[src/rtl/cfl_pkg.sv]
// Shared types, constants and helpers for the CFL time step limiter.
// No dependencies; the limiter and the arithmetic units import this package.
`default_nettype none
package cfl_pkg;

   localparam int STEP_W = 8;                  // width of the serial step counters

   // serial step counts of the shared units
   localparam logic [STEP_W-1:0] MUL_STEPS      = 8'd32;
   localparam logic [STEP_W-1:0] DIV_STEPS_96   = 8'd96;
   localparam logic [STEP_W-1:0] DIV_STEPS_128  = 8'd128;
   localparam logic [STEP_W-1:0] SQRT_STEPS_64  = 8'd32;
   localparam logic [STEP_W-1:0] SQRT_STEPS_128 = 8'd64;

   localparam logic [2:0]  MAX_SURFACES = 3'd4;
   localparam logic [31:0] TWO_PI_Q16   = 32'd411775;
   localparam logic [63:0] CAP_LIMIT    = 64'd429496729600000000;
   localparam logic [63:0] ALL_ONES     = 64'hFFFF_FFFF_FFFF_FFFF;

   // register indexes of the csr port
   localparam logic [2:0] CSR_CFL_MAX       = 3'd0;
   localparam logic [2:0] CSR_SURFACE_COUNT = 3'd1;
   localparam logic [2:0] CSR_TENSION_0     = 3'd2;
   localparam logic [2:0] CSR_TENSION_1     = 3'd3;
   localparam logic [2:0] CSR_TENSION_2     = 3'd4;
   localparam logic [2:0] CSR_TENSION_3     = 3'd5;
   localparam logic [2:0] CSR_START_LIMIT   = 3'd6;

   typedef struct packed {
      logic              start;
      logic [STEP_W-1:0] steps;
   } unit_ctl_type;

   typedef struct packed {
      logic busy;
      logic done;
   } unit_sts_type;

   function automatic logic [31:0] mag32(input logic [31:0] v);
      logic [31:0] neg;
      neg = ~v + 32'd1;
      return v[31] ? neg : v;
   endfunction

   function automatic logic [63:0] min64(input logic [63:0] a, input logic [63:0] b);
      return (a < b) ? a : b;
   endfunction

endpackage
`default_nettype wire

[src/rtl/cfl_ifc.sv]
// Valid/ready channel interfaces for cell requests and step limit responses.
// No dependencies.
`default_nettype none
interface cfl_req_if;
   logic               valid;
   logic               ready;
   logic               restart;
   logic        [31:0] largest_area;
   logic        [31:0] smallest_area;
   logic        [31:0] cell_volume;
   logic signed [31:0] vel_x;
   logic signed [31:0] vel_y;
   logic signed [31:0] vel_z;
   logic        [31:0] viscosity;
   logic        [31:0] density;

   modport source (output valid, restart, largest_area, smallest_area, cell_volume,
                   vel_x, vel_y, vel_z, viscosity, density, input ready);
   modport sink   (input valid, restart, largest_area, smallest_area, cell_volume,
                   vel_x, vel_y, vel_z, viscosity, density, output ready);
endinterface

interface cfl_rsp_if;
   logic        valid;
   logic        ready;
   logic [63:0] step_limit;

   modport source (output valid, step_limit, input ready);
   modport sink   (input valid, step_limit, output ready);
endinterface
`default_nettype wire

[src/rtl/cfl_time_step_limit.sv]
// CFL time step limiter: one cell per request, one running-minimum step per response.
// A new cell is accepted only in the idle state, so one cell is processed at a time; the
// sequence runs on the shared bit-serial multiplier, divider and root unit, used one at a
// time; a zero divisor skips its division.
// Reset (synchronous, active high): registers to their reset values, running limit all ones.
// Depends on cfl_pkg, cfl_ifc, cfl_mul, cfl_div, cfl_sqrt.
`default_nettype none
module cfl_time_step_limit (
   input  wire logic        clock,
   input  wire logic        reset,
   cfl_req_if.sink          req_chan,
   cfl_rsp_if.source        rsp_chan,
   input  wire logic        csr_we,
   input  wire logic [2:0]  csr_index,
   input  wire logic [63:0] csr_wdata
);
   import cfl_pkg::*;

   // one step of the sequencer per arithmetic operation
   typedef enum logic [16:0] {
      ST_IDLE = 17'h00001,
      ST_SQX  = 17'h00002,   // vx^2
      ST_SQY  = 17'h00004,   // + vy^2
      ST_SQZ  = 17'h00008,   // + vz^2
      ST_SPD  = 17'h00010,   // speed = sqrt
      ST_AS   = 17'h00020,   // A * speed
      ST_CV   = 17'h00040,   // C * V
      ST_CDIV = 17'h00080,   // convective quotient
      ST_CA   = 17'h00100,   // C * a
      ST_CAR  = 17'h00200,   // * rho
      ST_VDIV = 17'h00400,   // viscous quotient
      ST_RV   = 17'h00800,   // rho * V
      ST_PS   = 17'h01000,   // 2pi * sigma
      ST_XDIV = 17'h02000,   // capillary radicand
      ST_XSQ  = 17'h04000,   // its root
      ST_CR   = 17'h08000,   // C * root
      ST_FIN  = 17'h10000    // fold into running limit, load response
   } state_type;

   // configuration
   logic [31:0] cfl_ff;
   logic [2:0]  scount_ff;
   logic [31:0] tension_ff [4];
   logic [63:0] start_ff;

   state_type   state_ff, state_in;
   logic        launched_ff, launched_in;
   logic [2:0]  k_ff, k_in;
   logic [63:0] running_ff, running_in;
   logic [63:0] best_ff, best_in;
   logic [63:0] as_ff, as_in;
   logic [63:0] rv_ff, rv_in;
   logic        rsp_valid_ff, rsp_valid_in;
   logic [63:0] rsp_data_ff, rsp_data_in;

   // latched cell
   logic [31:0] big_a_ff, small_a_ff, vol_ff, mx_ff, my_ff, mz_ff, mu_ff, rho_ff;

   unit_ctl_type mul_ctl, div_ctl, sqrt_ctl;
   unit_sts_type mul_sts, div_sts, sqrt_sts;
   logic         mul_accum;
   logic [63:0]  mul_a;
   logic [31:0]  mul_b;
   logic [95:0]  mul_prod;
   logic [127:0] div_num, div_quo;
   logic [63:0]  div_den;
   logic [127:0] sqrt_rad;
   logic [63:0]  sqrt_root;

   logic         req_xfer;
   logic         rsp_xfer;
   logic [2:0]   cnt_lim;
   logic [31:0]  sigma;
   logic [34:0]  six_mu;
   logic [63:0]  quo_sat;
   logic [63:0]  cap_term;
   logic         last_k;

   assign req_xfer = req_chan.valid && req_chan.ready;
   assign rsp_xfer = rsp_valid_ff && rsp_chan.ready;
   assign req_chan.ready = (state_ff == ST_IDLE);
   assign rsp_chan.valid = rsp_valid_ff;
   assign rsp_chan.step_limit = rsp_data_ff;

   assign cnt_lim  = (scount_ff > MAX_SURFACES) ? MAX_SURFACES : scount_ff;
   assign sigma    = tension_ff[k_ff[1:0]];
   assign six_mu   = {1'b0, mu_ff, 2'b00} + {2'b00, mu_ff, 1'b0};
   assign quo_sat  = (div_quo[127:64] != '0) ? ALL_ONES : div_quo[63:0];
   // term = C*root / 2^16, saturating past 64 bits
   assign cap_term = (mul_prod[95:80] != '0) ? ALL_ONES : mul_prod[79:16];
   assign last_k   = ((k_ff + 3'd1) == cnt_lim);

   // csr writes; software writes only while idle
   always_ff @(posedge clock) begin
      if (reset) begin
         cfl_ff        <= 32'd65536;
         scount_ff     <= 3'd0;
         tension_ff[0] <= 32'd65536;
         tension_ff[1] <= 32'd65536;
         tension_ff[2] <= 32'd65536;
         tension_ff[3] <= 32'd65536;
         start_ff      <= ALL_ONES;
      end else if (csr_we) begin
         case (csr_index)
            CSR_CFL_MAX:       cfl_ff        <= csr_wdata[31:0];
            CSR_SURFACE_COUNT: scount_ff     <= csr_wdata[2:0];
            CSR_TENSION_0:     tension_ff[0] <= csr_wdata[31:0];
            CSR_TENSION_1:     tension_ff[1] <= csr_wdata[31:0];
            CSR_TENSION_2:     tension_ff[2] <= csr_wdata[31:0];
            CSR_TENSION_3:     tension_ff[3] <= csr_wdata[31:0];
            CSR_START_LIMIT:   start_ff      <= csr_wdata;
            default: ;
         endcase
      end
   end

   // sequencer: each op state launches its unit once, then waits for done, unless a zero divisor or tension skips it
   always_comb begin
      state_in     = state_ff;
      launched_in  = launched_ff;
      k_in         = k_ff;
      running_in   = running_ff;
      best_in      = best_ff;
      as_in        = as_ff;
      rv_in        = rv_ff;
      rsp_valid_in = rsp_xfer ? 1'b0 : rsp_valid_ff;
      rsp_data_in  = rsp_data_ff;
      mul_ctl      = '{start: 1'b0, steps: MUL_STEPS};
      div_ctl      = '{start: 1'b0, steps: DIV_STEPS_128};
      sqrt_ctl     = '{start: 1'b0, steps: SQRT_STEPS_128};
      mul_accum    = 1'b0;
      mul_a        = {32'd0, mx_ff};
      mul_b        = mx_ff;
      div_num      = {mul_prod[63:0], 64'd0};
      div_den      = as_ff;
      sqrt_rad     = div_quo;

      case (state_ff)
         ST_IDLE: begin
            if (req_xfer) begin
               if (req_chan.restart) running_in = start_ff;
               best_in  = CAP_LIMIT;
               state_in = ST_SQX;
            end
         end
         ST_SQX, ST_SQY, ST_SQZ: begin
            mul_accum = (state_ff != ST_SQX);
            if (state_ff == ST_SQY) begin
               mul_a = {32'd0, my_ff};
               mul_b = my_ff;
            end else if (state_ff == ST_SQZ) begin
               mul_a = {32'd0, mz_ff};
               mul_b = mz_ff;
            end
            if (!launched_ff) begin
               mul_ctl.start = 1'b1;
               launched_in   = 1'b1;
            end else if (mul_sts.done) begin
               launched_in = 1'b0;
               state_in    = (state_ff == ST_SQX) ? ST_SQY :
                             (state_ff == ST_SQY) ? ST_SQZ : ST_SPD;
            end
         end
         ST_SPD: begin
            sqrt_rad       = {mul_prod[63:0], 64'd0};
            sqrt_ctl.steps = SQRT_STEPS_64;
            if (!launched_ff) begin
               sqrt_ctl.start = 1'b1;
               launched_in    = 1'b1;
            end else if (sqrt_sts.done) begin
               launched_in = 1'b0;
               state_in    = ST_AS;
            end
         end
         ST_AS: begin
            mul_a = {32'd0, big_a_ff};
            mul_b = sqrt_root[31:0];
            if (!launched_ff) begin
               mul_ctl.start = 1'b1;
               launched_in   = 1'b1;
            end else if (mul_sts.done) begin
               launched_in = 1'b0;
               as_in       = mul_prod[63:0];
               state_in    = ST_CV;
            end
         end
         ST_CV: begin
            mul_a = {32'd0, cfl_ff};
            mul_b = vol_ff;
            if (!launched_ff) begin
               mul_ctl.start = 1'b1;
               launched_in   = 1'b1;
            end else if (mul_sts.done) begin
               launched_in = 1'b0;
               state_in    = ST_CDIV;
            end
         end
         ST_CDIV: begin
            // C*V*2^32 as a 96-bit dividend, left-aligned
            div_ctl.steps = DIV_STEPS_96;
            if (as_ff == '0) begin
               state_in = ST_CA;     // saturated quotient cannot lower the minimum
            end else if (!launched_ff) begin
               div_ctl.start = 1'b1;
               launched_in   = 1'b1;
            end else if (div_sts.done) begin
               launched_in = 1'b0;
               best_in     = min64(best_ff, quo_sat);
               state_in    = ST_CA;
            end
         end
         ST_CA: begin
            mul_a = {32'd0, cfl_ff};
            mul_b = small_a_ff;
            if (!launched_ff) begin
               mul_ctl.start = 1'b1;
               launched_in   = 1'b1;
            end else if (mul_sts.done) begin
               launched_in = 1'b0;
               state_in    = ST_CAR;
            end
         end
         ST_CAR: begin
            mul_a = mul_prod[63:0];
            mul_b = rho_ff;
            if (!launched_ff) begin
               mul_ctl.start = 1'b1;
               launched_in   = 1'b1;
            end else if (mul_sts.done) begin
               launched_in = 1'b0;
               state_in    = ST_VDIV;
            end
         end
         ST_VDIV: begin
            div_num       = {mul_prod, 32'd0};
            div_den       = {29'd0, six_mu};
            div_ctl.steps = DIV_STEPS_96;
            if (mu_ff == '0) begin
               state_in = (cnt_lim == 3'd0) ? ST_FIN : ST_RV;
            end else if (!launched_ff) begin
               div_ctl.start = 1'b1;
               launched_in   = 1'b1;
            end else if (div_sts.done) begin
               launched_in = 1'b0;
               best_in     = min64(best_ff, quo_sat);
               state_in    = (cnt_lim == 3'd0) ? ST_FIN : ST_RV;
            end
         end
         ST_RV: begin
            mul_a = {32'd0, rho_ff};
            mul_b = vol_ff;
            if (!launched_ff) begin
               mul_ctl.start = 1'b1;
               launched_in   = 1'b1;
            end else if (mul_sts.done) begin
               launched_in = 1'b0;
               rv_in       = mul_prod[63:0];
               k_in        = 3'd0;
               state_in    = ST_PS;
            end
         end
         ST_PS: begin
            mul_a = {32'd0, sigma};
            mul_b = TWO_PI_Q16;
            if (sigma == '0) begin
               // zero tension: skipped, cap stays
               k_in     = k_ff + 3'd1;
               state_in = last_k ? ST_FIN : ST_PS;
            end else if (!launched_ff) begin
               mul_ctl.start = 1'b1;
               launched_in   = 1'b1;
            end else if (mul_sts.done) begin
               launched_in = 1'b0;
               state_in    = ST_XDIV;
            end
         end
         ST_XDIV: begin
            div_num = {rv_ff, 64'd0};
            div_den = mul_prod[63:0];
            if (!launched_ff) begin
               div_ctl.start = 1'b1;
               launched_in   = 1'b1;
            end else if (div_sts.done) begin
               launched_in = 1'b0;
               state_in    = ST_XSQ;
            end
         end
         ST_XSQ: begin
            if (!launched_ff) begin
               sqrt_ctl.start = 1'b1;
               launched_in    = 1'b1;
            end else if (sqrt_sts.done) begin
               launched_in = 1'b0;
               state_in    = ST_CR;
            end
         end
         ST_CR: begin
            mul_a = sqrt_root;
            mul_b = cfl_ff;
            if (!launched_ff) begin
               mul_ctl.start = 1'b1;
               launched_in   = 1'b1;
            end else if (mul_sts.done) begin
               launched_in = 1'b0;
               best_in     = min64(best_ff, cap_term);
               k_in        = k_ff + 3'd1;
               state_in    = last_k ? ST_FIN : ST_PS;
            end
         end
         ST_FIN: begin
            // hold while the previous response is still waiting
            if (!rsp_valid_ff || rsp_chan.ready) begin
               running_in   = min64(running_ff, best_ff);
               rsp_data_in  = min64(running_ff, best_ff);
               rsp_valid_in = 1'b1;
               state_in     = ST_IDLE;
            end
         end
         default: begin
            state_in    = ST_IDLE;
            launched_in = 1'b0;
         end
      endcase
   end

   always_ff @(posedge clock) begin
      if (reset) begin
         state_ff     <= ST_IDLE;
         launched_ff  <= 1'b0;
         running_ff   <= ALL_ONES;
         rsp_valid_ff <= 1'b0;
      end else begin
         state_ff     <= state_in;
         launched_ff  <= launched_in;
         running_ff   <= running_in;
         rsp_valid_ff <= rsp_valid_in;
      end
   end

   always_ff @(posedge clock) begin
      k_ff        <= k_in;
      best_ff     <= best_in;
      as_ff       <= as_in;
      rv_ff       <= rv_in;
      rsp_data_ff <= rsp_data_in;
      if (req_xfer) begin
         big_a_ff   <= req_chan.largest_area;
         small_a_ff <= req_chan.smallest_area;
         vol_ff     <= req_chan.cell_volume;
         mx_ff      <= mag32(req_chan.vel_x);
         my_ff      <= mag32(req_chan.vel_y);
         mz_ff      <= mag32(req_chan.vel_z);
         mu_ff      <= req_chan.viscosity;
         rho_ff     <= req_chan.density;
      end
   end

   cfl_mul u_mul (
      .clock (clock),
      .reset (reset),
      .ctl   (mul_ctl),
      .accum (mul_accum),
      .mcand (mul_a),
      .mult  (mul_b),
      .sts   (mul_sts),
      .prod  (mul_prod)
   );

   cfl_div u_div (
      .clock (clock),
      .reset (reset),
      .ctl   (div_ctl),
      .num   (div_num),
      .den   (div_den),
      .sts   (div_sts),
      .quo   (div_quo)
   );

   cfl_sqrt u_sqrt (
      .clock (clock),
      .reset (reset),
      .ctl   (sqrt_ctl),
      .rad   (sqrt_rad),
      .sts   (sqrt_sts),
      .root  (sqrt_root)
   );

   // the units are used strictly one at a time
   a_one_unit: assert property (@(posedge clock) disable iff (reset)
      $onehot0({mul_sts.busy, div_sts.busy, sqrt_sts.busy}))
      else $error("more than one arithmetic unit busy");

   // running limit only rises on a restart transfer
   a_run_mono: assert property (@(posedge clock) disable iff (reset)
      (running_ff > $past(running_ff)) |-> $past(req_xfer && req_chan.restart))
      else $error("running limit rose without restart");

   // the per-cell minimum never exceeds the capillary cap
   a_best_cap: assert property (@(posedge clock) disable iff (reset)
      (state_ff == ST_FIN) |-> (best_ff <= CAP_LIMIT))
      else $error("cell minimum above cap");

   // a response appears only from the final step
   a_rsp_src: assert property (@(posedge clock) disable iff (reset)
      $rose(rsp_valid_ff) |-> $past(state_ff == ST_FIN))
      else $error("response raised outside final step");
endmodule
`default_nettype wire

[src/rtl/cfl_mul.sv]
// Bit-serial shift-add multiplier: 64-bit multiplicand by 32-bit multiplier.
// Depends on cfl_pkg.
`default_nettype none
module cfl_mul (
   input  wire logic                  clock,
   input  wire logic                  reset,
   input  wire cfl_pkg::unit_ctl_type ctl,
   input  wire logic                  accum,
   input  wire logic [63:0]           mcand,
   input  wire logic [31:0]           mult,
   output      cfl_pkg::unit_sts_type sts,
   output      logic [95:0]           prod
);
   import cfl_pkg::*;

   logic [STEP_W-1:0] cnt_ff;
   logic              done_ff;
   logic [95:0]       acc_ff;
   logic [95:0]       msh_ff;
   logic [31:0]       mult_ff;

   always_ff @(posedge clock) begin
      if (reset) begin
         cnt_ff  <= '0;
         done_ff <= 1'b0;
      end else begin
         done_ff <= (cnt_ff == STEP_W'(1));
         if (ctl.start) cnt_ff <= ctl.steps;
         else if (cnt_ff != '0) cnt_ff <= cnt_ff - STEP_W'(1);
      end
   end

   // LSB first; accumulation lets a sum of squares build up
   always_ff @(posedge clock) begin
      if (ctl.start) begin
         if (!accum) acc_ff <= '0;
         msh_ff  <= {32'd0, mcand};
         mult_ff <= mult;
      end else if (cnt_ff != '0) begin
         if (mult_ff[0]) acc_ff <= acc_ff + msh_ff;
         msh_ff  <= {msh_ff[94:0], 1'b0};
         mult_ff <= {1'b0, mult_ff[31:1]};
      end
   end

   assign prod     = acc_ff;
   assign sts.busy = (cnt_ff != '0);
   assign sts.done = done_ff;
endmodule
`default_nettype wire

[src/rtl/cfl_div.sv]
// Restoring radix-2 divider: left-aligned 128-bit dividend by 64-bit divisor,
// full 128-bit quotient. Depends on cfl_pkg.
`default_nettype none
module cfl_div (
   input  wire logic                  clock,
   input  wire logic                  reset,
   input  wire cfl_pkg::unit_ctl_type ctl,
   input  wire logic [127:0]          num,
   input  wire logic [63:0]           den,
   output      cfl_pkg::unit_sts_type sts,
   output      logic [127:0]          quo
);
   import cfl_pkg::*;

   logic [STEP_W-1:0] cnt_ff;
   logic              done_ff;
   logic [127:0]      num_ff;
   logic [63:0]       den_ff;
   logic [63:0]       rem_ff;
   logic [127:0]      quo_ff;
   logic [64:0]       rem_sh;
   logic [64:0]       rem_sub;
   logic              qbit;

   assign rem_sh  = {rem_ff, num_ff[127]};
   assign qbit    = (rem_sh >= {1'b0, den_ff});
   assign rem_sub = rem_sh - {1'b0, den_ff};

   always_ff @(posedge clock) begin
      if (reset) begin
         cnt_ff  <= '0;
         done_ff <= 1'b0;
      end else begin
         done_ff <= (cnt_ff == STEP_W'(1));
         if (ctl.start) cnt_ff <= ctl.steps;
         else if (cnt_ff != '0) cnt_ff <= cnt_ff - STEP_W'(1);
      end
   end

   always_ff @(posedge clock) begin
      if (ctl.start) begin
         num_ff <= num;
         den_ff <= den;
         rem_ff <= '0;
         quo_ff <= '0;
      end else if (cnt_ff != '0) begin
         num_ff <= {num_ff[126:0], 1'b0};
         rem_ff <= qbit ? rem_sub[63:0] : rem_sh[63:0];
         quo_ff <= {quo_ff[126:0], qbit};
      end
   end

   assign quo      = quo_ff;
   assign sts.busy = (cnt_ff != '0);
   assign sts.done = done_ff;
endmodule
`default_nettype wire

[src/rtl/cfl_sqrt.sv]
// Digit-by-digit integer square root, two radicand bits per step.
// Radicand is left-aligned in 128 bits. Depends on cfl_pkg.
`default_nettype none
module cfl_sqrt (
   input  wire logic                  clock,
   input  wire logic                  reset,
   input  wire cfl_pkg::unit_ctl_type ctl,
   input  wire logic [127:0]          rad,
   output      cfl_pkg::unit_sts_type sts,
   output      logic [63:0]           root
);
   import cfl_pkg::*;

   logic [STEP_W-1:0] cnt_ff;
   logic              done_ff;
   logic [127:0]      rad_ff;
   logic [65:0]       rem_ff;
   logic [63:0]       root_ff;
   logic [67:0]       trial;
   logic [67:0]       tsub;
   logic [67:0]       tdiff;
   logic              take;

   assign trial = {rem_ff, rad_ff[127:126]};
   assign tsub  = {2'b00, root_ff, 2'b01};
   assign take  = (trial >= tsub);
   assign tdiff = trial - tsub;

   always_ff @(posedge clock) begin
      if (reset) begin
         cnt_ff  <= '0;
         done_ff <= 1'b0;
      end else begin
         done_ff <= (cnt_ff == STEP_W'(1));
         if (ctl.start) cnt_ff <= ctl.steps;
         else if (cnt_ff != '0) cnt_ff <= cnt_ff - STEP_W'(1);
      end
   end

   always_ff @(posedge clock) begin
      if (ctl.start) begin
         rad_ff  <= rad;
         rem_ff  <= '0;
         root_ff <= '0;
      end else if (cnt_ff != '0) begin
         rad_ff  <= {rad_ff[125:0], 2'b00};
         rem_ff  <= take ? tdiff[65:0] : trial[65:0];
         root_ff <= {root_ff[62:0], take};
      end
   end

   assign root     = root_ff;
   assign sts.busy = (cnt_ff != '0);
   assign sts.done = done_ff;
endmodule
`default_nettype wire
[src/flat_wrapper.sv]
// flat-port wrapper written by rule: the top's interface ports become plain ports
module cfl_time_step_limit_flat import cfl_pkg::*;
  (clock, reset, csr_we, csr_index, csr_wdata, req_chan_valid, req_chan_restart, req_chan_largest_area, req_chan_smallest_area, req_chan_cell_volume, req_chan_vel_x, req_chan_vel_y, req_chan_vel_z, req_chan_viscosity, req_chan_density, req_chan_ready, rsp_chan_valid, rsp_chan_step_limit, rsp_chan_ready);
  cfl_req_if req_chan_i ();
  cfl_rsp_if rsp_chan_i ();
  input  wire logic clock;
  input  wire logic reset;
  input  wire logic csr_we;
  input  wire logic [2:0] csr_index;
  input  wire logic [63:0] csr_wdata;
  input wire logic [$bits(req_chan_i.valid)-1:0] req_chan_valid;
  input wire logic [$bits(req_chan_i.restart)-1:0] req_chan_restart;
  input wire logic [$bits(req_chan_i.largest_area)-1:0] req_chan_largest_area;
  input wire logic [$bits(req_chan_i.smallest_area)-1:0] req_chan_smallest_area;
  input wire logic [$bits(req_chan_i.cell_volume)-1:0] req_chan_cell_volume;
  input wire logic [$bits(req_chan_i.vel_x)-1:0] req_chan_vel_x;
  input wire logic [$bits(req_chan_i.vel_y)-1:0] req_chan_vel_y;
  input wire logic [$bits(req_chan_i.vel_z)-1:0] req_chan_vel_z;
  input wire logic [$bits(req_chan_i.viscosity)-1:0] req_chan_viscosity;
  input wire logic [$bits(req_chan_i.density)-1:0] req_chan_density;
  output wire logic [$bits(req_chan_i.ready)-1:0] req_chan_ready;
  output wire logic [$bits(rsp_chan_i.valid)-1:0] rsp_chan_valid;
  output wire logic [$bits(rsp_chan_i.step_limit)-1:0] rsp_chan_step_limit;
  input wire logic [$bits(rsp_chan_i.ready)-1:0] rsp_chan_ready;
  assign req_chan_i.valid = req_chan_valid;
  assign req_chan_i.restart = req_chan_restart;
  assign req_chan_i.largest_area = req_chan_largest_area;
  assign req_chan_i.smallest_area = req_chan_smallest_area;
  assign req_chan_i.cell_volume = req_chan_cell_volume;
  assign req_chan_i.vel_x = req_chan_vel_x;
  assign req_chan_i.vel_y = req_chan_vel_y;
  assign req_chan_i.vel_z = req_chan_vel_z;
  assign req_chan_i.viscosity = req_chan_viscosity;
  assign req_chan_i.density = req_chan_density;
  assign req_chan_ready = req_chan_i.ready;
  assign rsp_chan_valid = rsp_chan_i.valid;
  assign rsp_chan_step_limit = rsp_chan_i.step_limit;
  assign rsp_chan_i.ready = rsp_chan_ready;
  cfl_time_step_limit u_core (.clock(clock), .reset(reset), .req_chan(req_chan_i), .rsp_chan(rsp_chan_i), .csr_we(csr_we), .csr_index(csr_index), .csr_wdata(csr_wdata));
endmodule
[config.mk]
export PLATFORM = sky130hd
export DESIGN_NAME = cfl_time_step_limit_flat
export DESIGN_NICKNAME = d
export VERILOG_FILES = /design/src/rtl/cfl_pkg.sv /design/src/rtl/cfl_ifc.sv /design/src/rtl/cfl_time_step_limit.sv /design/src/rtl/cfl_mul.sv /design/src/rtl/cfl_div.sv /design/src/rtl/cfl_sqrt.sv /design/src/flat_wrapper.sv
export SDC_FILE = /design/constraint.sdc
export NUM_CORES = 2
export LEC_CHECK = 0
export BUFFER_PORTS_ARGS = -buffer_cell sky130_fd_sc_hd__buf_2
export CELL_PAD_IN_SITES_DETAIL_PLACEMENT = 2
export CELL_PAD_IN_SITES_GLOBAL_PLACEMENT = 2
export CORE_MARGIN = 3
export CORE_UTILIZATION = 41
export CTS_BUF_LIST = sky130_fd_sc_hd__clkbuf_4
export CTS_CLUSTER_DIAMETER = 50
export CTS_CLUSTER_SIZE = 16
export DETAILED_ROUTE_END_ITERATION = 10
export HOLD_SLACK_MARGIN = 0.03
export PLACE_DENSITY_LB_ADDON = 0.12
export RECOVER_POWER = 50
export SKIP_LAST_GASP = 1
export SYNTH_ARGS = -nofsm -noshare
export SYNTH_HDL_FRONTEND = slang
export SYNTH_SLANG_ARGS = --single-unit
[constraint.sdc]
create_clock -name clock -period 9.9 [get_ports clock]
set_input_delay 1.485 -clock clock [delete_from_list [all_inputs] [get_ports clock]]
set_output_delay 1.485 -clock clock [all_outputs]
set_load 0.005 [all_outputs]
# Word-level counts from Yosys, hierarchy flattened
# Memories as Yosys holds them, arrays and structs flattened. A register that Yosys moved wholly into a read port is not among the register bits.
# Cells that the tools add are included.
dict set report totals {
  output_inout_bits 66
  n_memories 1
  ff_bits 1590
  ram_bits 128
}
dict set report op_classes {
  magnitude_cmp 6
  n_eq_ne 63
  reduce_logical 41
  add_sub_neg 11
  bitwise 8
  muxes 138
}
# memory words word_bits read_ports rd_ports_with_merged_regs write_ports line_no
set mem_list {}
lappend mem_list {u_core.tension_ff 4 32 1 1 4 cfl_time_step_limit.sv:43} ;# logic [31:0] tension_ff [4];
# cell count
set ops {}
lappend ops {{2-to-1 mux 64 bit} 19}
lappend ops {{2-to-1 mux 128 bit} 5}
lappend ops {{2-to-1 mux 17 bit} 34}
lappend ops {{case mux 64 bit (7 select lines)} 1}
lappend ops {{2-to-1 mux 96 bit} 4}
lappend ops {{2-to-1 mux 32 bit} 9}
lappend ops {{case mux 128 bit (2 select lines)} 1}
lappend ops {{case mux 64 bit (2 select lines)} 2}
lappend ops {{case mux 64 bit (4 select lines)} 1}
lappend ops {{case mux 17 bit (15 select lines)} 1}
lappend ops {{case mux 32 bit (7 select lines)} 1}
lappend ops {{less-than comparator 64 bit} 3}
lappend ops {{adder 32 x 1 -> 32 bit, second input constant} 3}
lappend ops {{adder 96 bit} 1}
lappend ops {{NOT 32 bit} 3}
lappend ops {{2-to-1 mux 31 bit} 3}
lappend ops {{greater-or-equal comparator 68 x 66 -> 1 bit} 1}
lappend ops {{2-to-1 mux 66 bit} 1}
lappend ops {{subtractor 66 bit} 1}
lappend ops {{greater-or-equal comparator 65 x 64 -> 1 bit} 1}
lappend ops {{logical NOT 32 bit} 2}
lappend ops {{logical NOT 64 bit} 1}
lappend ops {{nonzero test 64 bit} 1}
lappend ops {{subtractor 64 bit} 1}
lappend ops {{other kinds (62)} 167}

# Longest topological paths before layout
dict set report logic_depth {
  depth_word 8
  mapped_depth 18
  depth_no_buf 16
}

# Cells and area by module
# Synthesis repeated with hierarchy kept, for this count alone.
dict set report unflattened {
  hier_cells 9477
  area_unflattened_um2 94302.9
}
# module area_each_um2 n_inst cells_each seq_area_each_um2
set by_module_without_submodules {}
lappend by_module_without_submodules {cfl_time_step_limit 45352.2 1 4354 22992.1}
lappend by_module_without_submodules {cfl_div 19097.1 1 1972 9789.4}
lappend by_module_without_submodules {cfl_sqrt 15029.4 1 1645 6626.4}
lappend by_module_without_submodules {cfl_mul 14824.2 1 1506 6586.3}

# Worst setup path before layout
# No wires, ideal clock.
dict set report synth_path {
  kind {reg2reg}
  start {register u_core.state_ff[1]}
  end {register u_core.running_ff[10]}
  arrival_time_ns 8.270
  n_path_buf 3
  setup_time_ns 0.124
  t_required_ns 9.776
  slack_ns 1.506
  path_stages_with_launch 14
  path_cell_list {dfxtp_1 clkbuf_1 nor4_1 nand4_1 or3_1 nor3b_1 nand2_1 inv_1 a21o_1 clkbuf_1 clkbuf_1 a21oi_1 nor2_1 a21oi_1}
}
dict set report synth_via {
  elab_chain_len 4
}
# item line_no
set synth_lines {}
lappend synth_lines {{start: declaration} cfl_time_step_limit.sv:46} ;# state_type state_ff, state_in;
lappend synth_lines {{start signal: assignment} cfl_time_step_limit.sv:333} ;# state_ff <= state_in;
lappend synth_lines {{== test 17 x 1 -> 1 bit} cfl_time_step_limit.sv:81} ;# assign req_chan.ready = (state_ff == ST_IDLE);
lappend synth_lines {{net req_chan_ready} flat_wrapper.sv:21} ;# output wire logic [$bits(req_chan_i.ready)-1:0] req_chan_ready;
lappend synth_lines {{logical AND 1 bit} cfl_time_step_limit.sv:79} ;# assign req_xfer = req_chan.valid && req_chan.ready;
lappend synth_lines {{net u_core.req_xfer} cfl_time_step_limit.sv:70} ;# logic req_xfer;
lappend synth_lines {{inequality test 2 bit (no line)} -}
lappend synth_lines {{AND reduction 4 bit (no line)} -}
lappend synth_lines {{end signal: assignment} cfl_time_step_limit.sv:335} ;# running_ff <= running_in;
lappend synth_lines {{end: declaration} cfl_time_step_limit.sv:49} ;# logic [63:0] running_ff, running_in;
# The timed path passes the listed nets, and every way through them passes these cells.
# A chain may end at the register's enable or synchronous reset.

# Worst setup path in the final report
dict set report layout_path {
  start {register u_core.state_ff[8]}
  end {register u_core.best_ff[9], enable pin}
}
dict set report layout_via {
  elab_chain_len 4
}
# item line_no
set layout_lines {}
lappend layout_lines {{== test 17 x 1 -> 1 bit} {cfl_time_step_limit.sv:81, cfl_time_step_limit.sv:138}}
lappend layout_lines {{logical AND 1 bit} cfl_time_step_limit.sv:79}
lappend layout_lines {{inequality test 2 bit (no line)} -}
lappend layout_lines {{AND reduction 7 bit (no line) *} -}
lappend layout_lines {{end signal: assignment} cfl_time_step_limit.sv:342} ;# best_ff <= best_in;
lappend layout_lines {{end: declaration} cfl_time_step_limit.sv:50} ;# logic [63:0] best_ff, best_in;
# Mark *: on every way between the ends. The rest lies on a longest branch, timed or not.

==> flow_metrics.tcl <==
set metrics [dict create \
    status "finished, violations left" \
    violations "design-rule violations, max-capacitance violations, max-slew violations" \
    ir_worst_vdd_mv 0.178 \
    slew_viol_final 1542 \
    max_freq_mhz 135 \
    start_util 0.413 \
    dieWidth_um 477 \
    slowest_delay_ps 1370 \
    vias_per_cell 6.15 \
    leakagePower_nw 38.8 \
    use_met1 0.431 \
    worst_ep_arrival_time_ps 8380 \
    path_cells "nor3_1 -> nand4_1 -> or3_1 -> nor3b_1 -> nor2_4 -> clkbuf_1 -> nand2_1 -> a21oi_1 -> nor4_1 -> buf_4 -> o211a_2 -> buf_4" \
    layout_setup_ws_ps 2490 \
    num_rows 172 \
    r2r_cells 12 \
    grt_use_total 0.330 \
    cts_setup_buffers 0 \
    setup_viol 0 \
    timing.rr.start "u_core.state_ff[8]" \
    finalCriticalPeriod_ps 7410 \
    synthDominantCellAreaShare 0.371 \
    dieArea_um2 227000 \
    routedWlPerCell_um 29.9 \
    critPathBufInv 3 \
    yosys.area.top_type "edfxtp_1" \
    grtUsageMet3 0.0482 \
    drc 4 \
    finClkSkew_ps 94.1 \
    reg2reg_to "u_core.best_ff[9]" \
    grt_pass1_vias 83100 \
    finalSetupTns_ps 0 \
    worstPathRequired_ps 10870 \
    cp_top_family "simple AND/OR/NAND/NOR gates" \
    cts_max_path_buffers 3 \
    overflow 0 \
    grt_max_degree 194 \
    antenna_found_initial 36 \
    io_pins 395 \
    synthArstFlopShare 0 \
    min_to "u_core.rho_ff[28]" \
    wirelength_mm 387 \
    avgSynthCellArea_um2 9.51 \
    root_buffer "clkbuf_4" \
    period_share 0.749 \
    synth-edff-count 1123 \
    cap_violations 47 \
    hold_path_depth 1 \
    synth_cell_types 89 \
    final_net_count 10500 \
    ys_seq_elements 1688 \
    area_delta_synth_final_pct 9.27 \
    hold_viol 0 \
    power_density_nw_per_um2 322 \
    port-buffer-count 394 \
    slew-limit-headroom -1.92 \
    grt_setup_unrepaired "no" \
    met2_usage 0.536 \
    synth_area_um2 90900 \
    cts.sinks 1688 \
    post-place-ws_ps 3310 \
    worstSetupPathType "register to register" \
    drt_iter0_markers 7468 \
    cts_hold_buf 0 \
    cts_tree "yes" \
    grt-busiest-layer "met2" \
    ant_nets 0 \
    start_kind "register" \
    ys_seq_area_frac 0.496 \
    synthCells 9557 \
    core_um2 220000 \
    cpMaxStageDelayCell "nand2_1" \
    drtPass1Iterations 11 \
    fp.dieH_um 477 \
    path_clk_slew_ps 140 \
    yosys-top-cells-area "edfxtp_1 (37%), dfxtp_1 (12%), ha_1 (6.5%)" \
    grt_pass1_wl_mm 568 \
    hold_path_class "primary input to register" \
    drive_gt1_frac 0.0901 \
    r2r_slack_ps 2490 \
    end_kind "register" \
    worstMarginPinSlew_ps 4390 \
    htreeDepth 4 \
    globalplace.congestion 0.961 \
    dr_total_vias 79400 \
    clock_latency_ps 1400 \
    crit_fanout 65 \
    fin_util 0.451 \
    dp_hpwl_mm 282 \
    synthesis.nets 10400 \
    min_from "req_chan_density[28]" \
    crit_top_cell "buf_4" \
    cts_made_buffers 219 \
    cts.repair.resized 0 \
    synth-main-ff-cell "edfxtp_1" \
    yosysWarnings 0 \
]
stage by stage:
step	instances	hold WS, ps	power (mW)	area, µm²
2_1_floorplan	9557	438	20.9	90900
3_3_place_gp	12500	454	25.9	95800
3_5_place_dp	12500	460	26.6	95800
4_1_cts	12900	95.7	32.0	99700
5_1_grt	12900	137	34.0	99300
6_report	12900	257	32.0	99300
metal layers:
| metal | part of all wire | vias up |
|---|---|---|
| li1 | - | 35200 |
| met1 | 0.42 | 40700 |
| met2 | 0.46 | 2658 |
| met3 | 0.061 | 753 |
| met4 | 0.057 | 12 |
| met5 | 0.00019 | - |
final cells by class:
| cell class | instances | area (µm²) |
|---|---|---|
| fill | 23800 | 121000 |
| sequential | 1688 | 45000 |
| multi-input combinational | 6858 | 42200 |
| tap | 2958 | 3700 |
| timing repair buffer | 562 | 2880 |
| clock inverter | 174 | 2070 |
| clock buffer | 246 | 1850 |
| inverter | 409 | 1550 |
| antenna | 18 | 45.0 |
cells in the final DEF (no fill, tap or decap), types with 29 or more instances in the layout:
master      count
nand2_1      1320
edfxtp_1     1123
a21oi_1      1002
nor2_1        881
dfxtp_1       564
ha_1          472
o21ai_0       464
inv_1         405
buf_2         280
clkbuf_4      246
xnor2_1       222
nand3_1       213
a21o_1        196
clkbuf_1      183
nand4_1       157
nor3_1        142
o22ai_1       126
mux2i_1       126
a222oi_1      118
xor2_1         99
buf_4          94
and2_0         92
nor4_1         81
a211oi_1       80
a22oi_1        79
nand3b_1       75
o21bai_1       67
a31oi_1        66
a22o_1         60
nor2b_1        56
or3_1          53
nand2b_1       53
and2_1         51
o21a_1         45
o31ai_1        45
o211ai_1       42
and3_1         32
inv_6          32
clkinvlp_4     29
cells in the mapped netlist (44+ instances only):
library cell / count
nand2_1: 1322
a21o_1: 198
ha_1: 472
o21a_1: 46
clkbuf_1: 509
o21ai_0: 465
buf_1: 44
or3_1: 54
inv_1: 407
a31oi_1: 66
a22o_1: 60
a211oi_1: 80
o21bai_1: 67
nand3b_1: 75
and2_1: 142
dfxtp_1: 565
nand3_1: 216
a21oi_1: 1004
a22oi_1: 79
buf_2: 45
nand4_1: 157
mux2i_1: 126
nor3_1: 142
nand2b_1: 54
nor4_1: 83
a222oi_1: 118
edfxtp_1: 1123
o22ai_1: 126
xor2_1: 99
nor2b_1: 57
nor2_1: 889
o31ai_1: 45
xnor2_1: 222
worst max path at each step:
stage | end | slack [ps] | cells after the start | start
finish | u_core.best_ff[9] | 2490 | 12 | u_core.state_ff[8]
global route | u_core.u_sqrt.rad_ff[36] | 1840 | 7 | u_core.u_sqrt.cnt_ff[4]
CTS | u_core.best_ff[28] | 3220 | 14 | u_core.u_div.quo[109]
detailed placement | u_core.best_ff[6] | 3310 | 14 | u_core.u_div.quo[64]
global placement | u_core.u_mul.prod[74] | 3620 | 10 | register
floorplan | u_core.running_ff[10] | 1510 | 13 | u_core.state_ff[1]
worst reg2reg max path, cell delays in order, from the launching register on:
cell,delay [ps]
dfxtp_1,380
nor3_1,630
nand4_1,200
or3_1,400
nor3b_1,850
nor2_4,50
clkbuf_1,1360
nand2_1,1380
a21oi_1,160
nor4_1,230
buf_4,220
o211a_2,450
buf_4,690
power breakdown:
group / switching [mW] / internal [mW] / leakage (nW)
combinational: 9.92 / 4.89 / 21.2
sequential: 1.74 / 10.1 / 15.5
clock: 3.16 / 2.11 / 2.06
total: 14.8 / 17.1 / 38.8
sequential cells by signal, summed over array words and instances, names as in the netlist, 64 cells and up, named ones only:
name,count
u_core.running_ff,64
u_core.u_div.rem_ff,64
u_core.u_mul.msh_ff,96
u_core.u_div.num_ff,96
u_core.rv_ff,64
u_core.u_div.den_ff,64
u_core.u_sqrt.root,64
u_core.tension_ff,128
u_core.best_ff,64
u_core.u_sqrt.rem_ff,66
u_core.u_div.quo,128
u_core.start_ff,64
u_core.as_ff,64
u_core.u_mul.prod,96
u_core.u_sqrt.rad_ff,128
u_core.rsp_chan.step_limit,64
cell families (layout without fill, tap and decap cells):
family,after synthesis,after routing,synth area share
other,0,18,0
and+or+nand+nor,3320,3320,0.166
buffers and inverters,1011,1391,0.0429
xor gates and xnor gates,321,321,0.0309
DFF,1688,1688,0.496
muxes,161,161,0.0224
AOI/OAI and AO/OA,2581,2581,0.177
adders and majority gates,475,475,0.0656
Power figures use the tool's default switching activity.
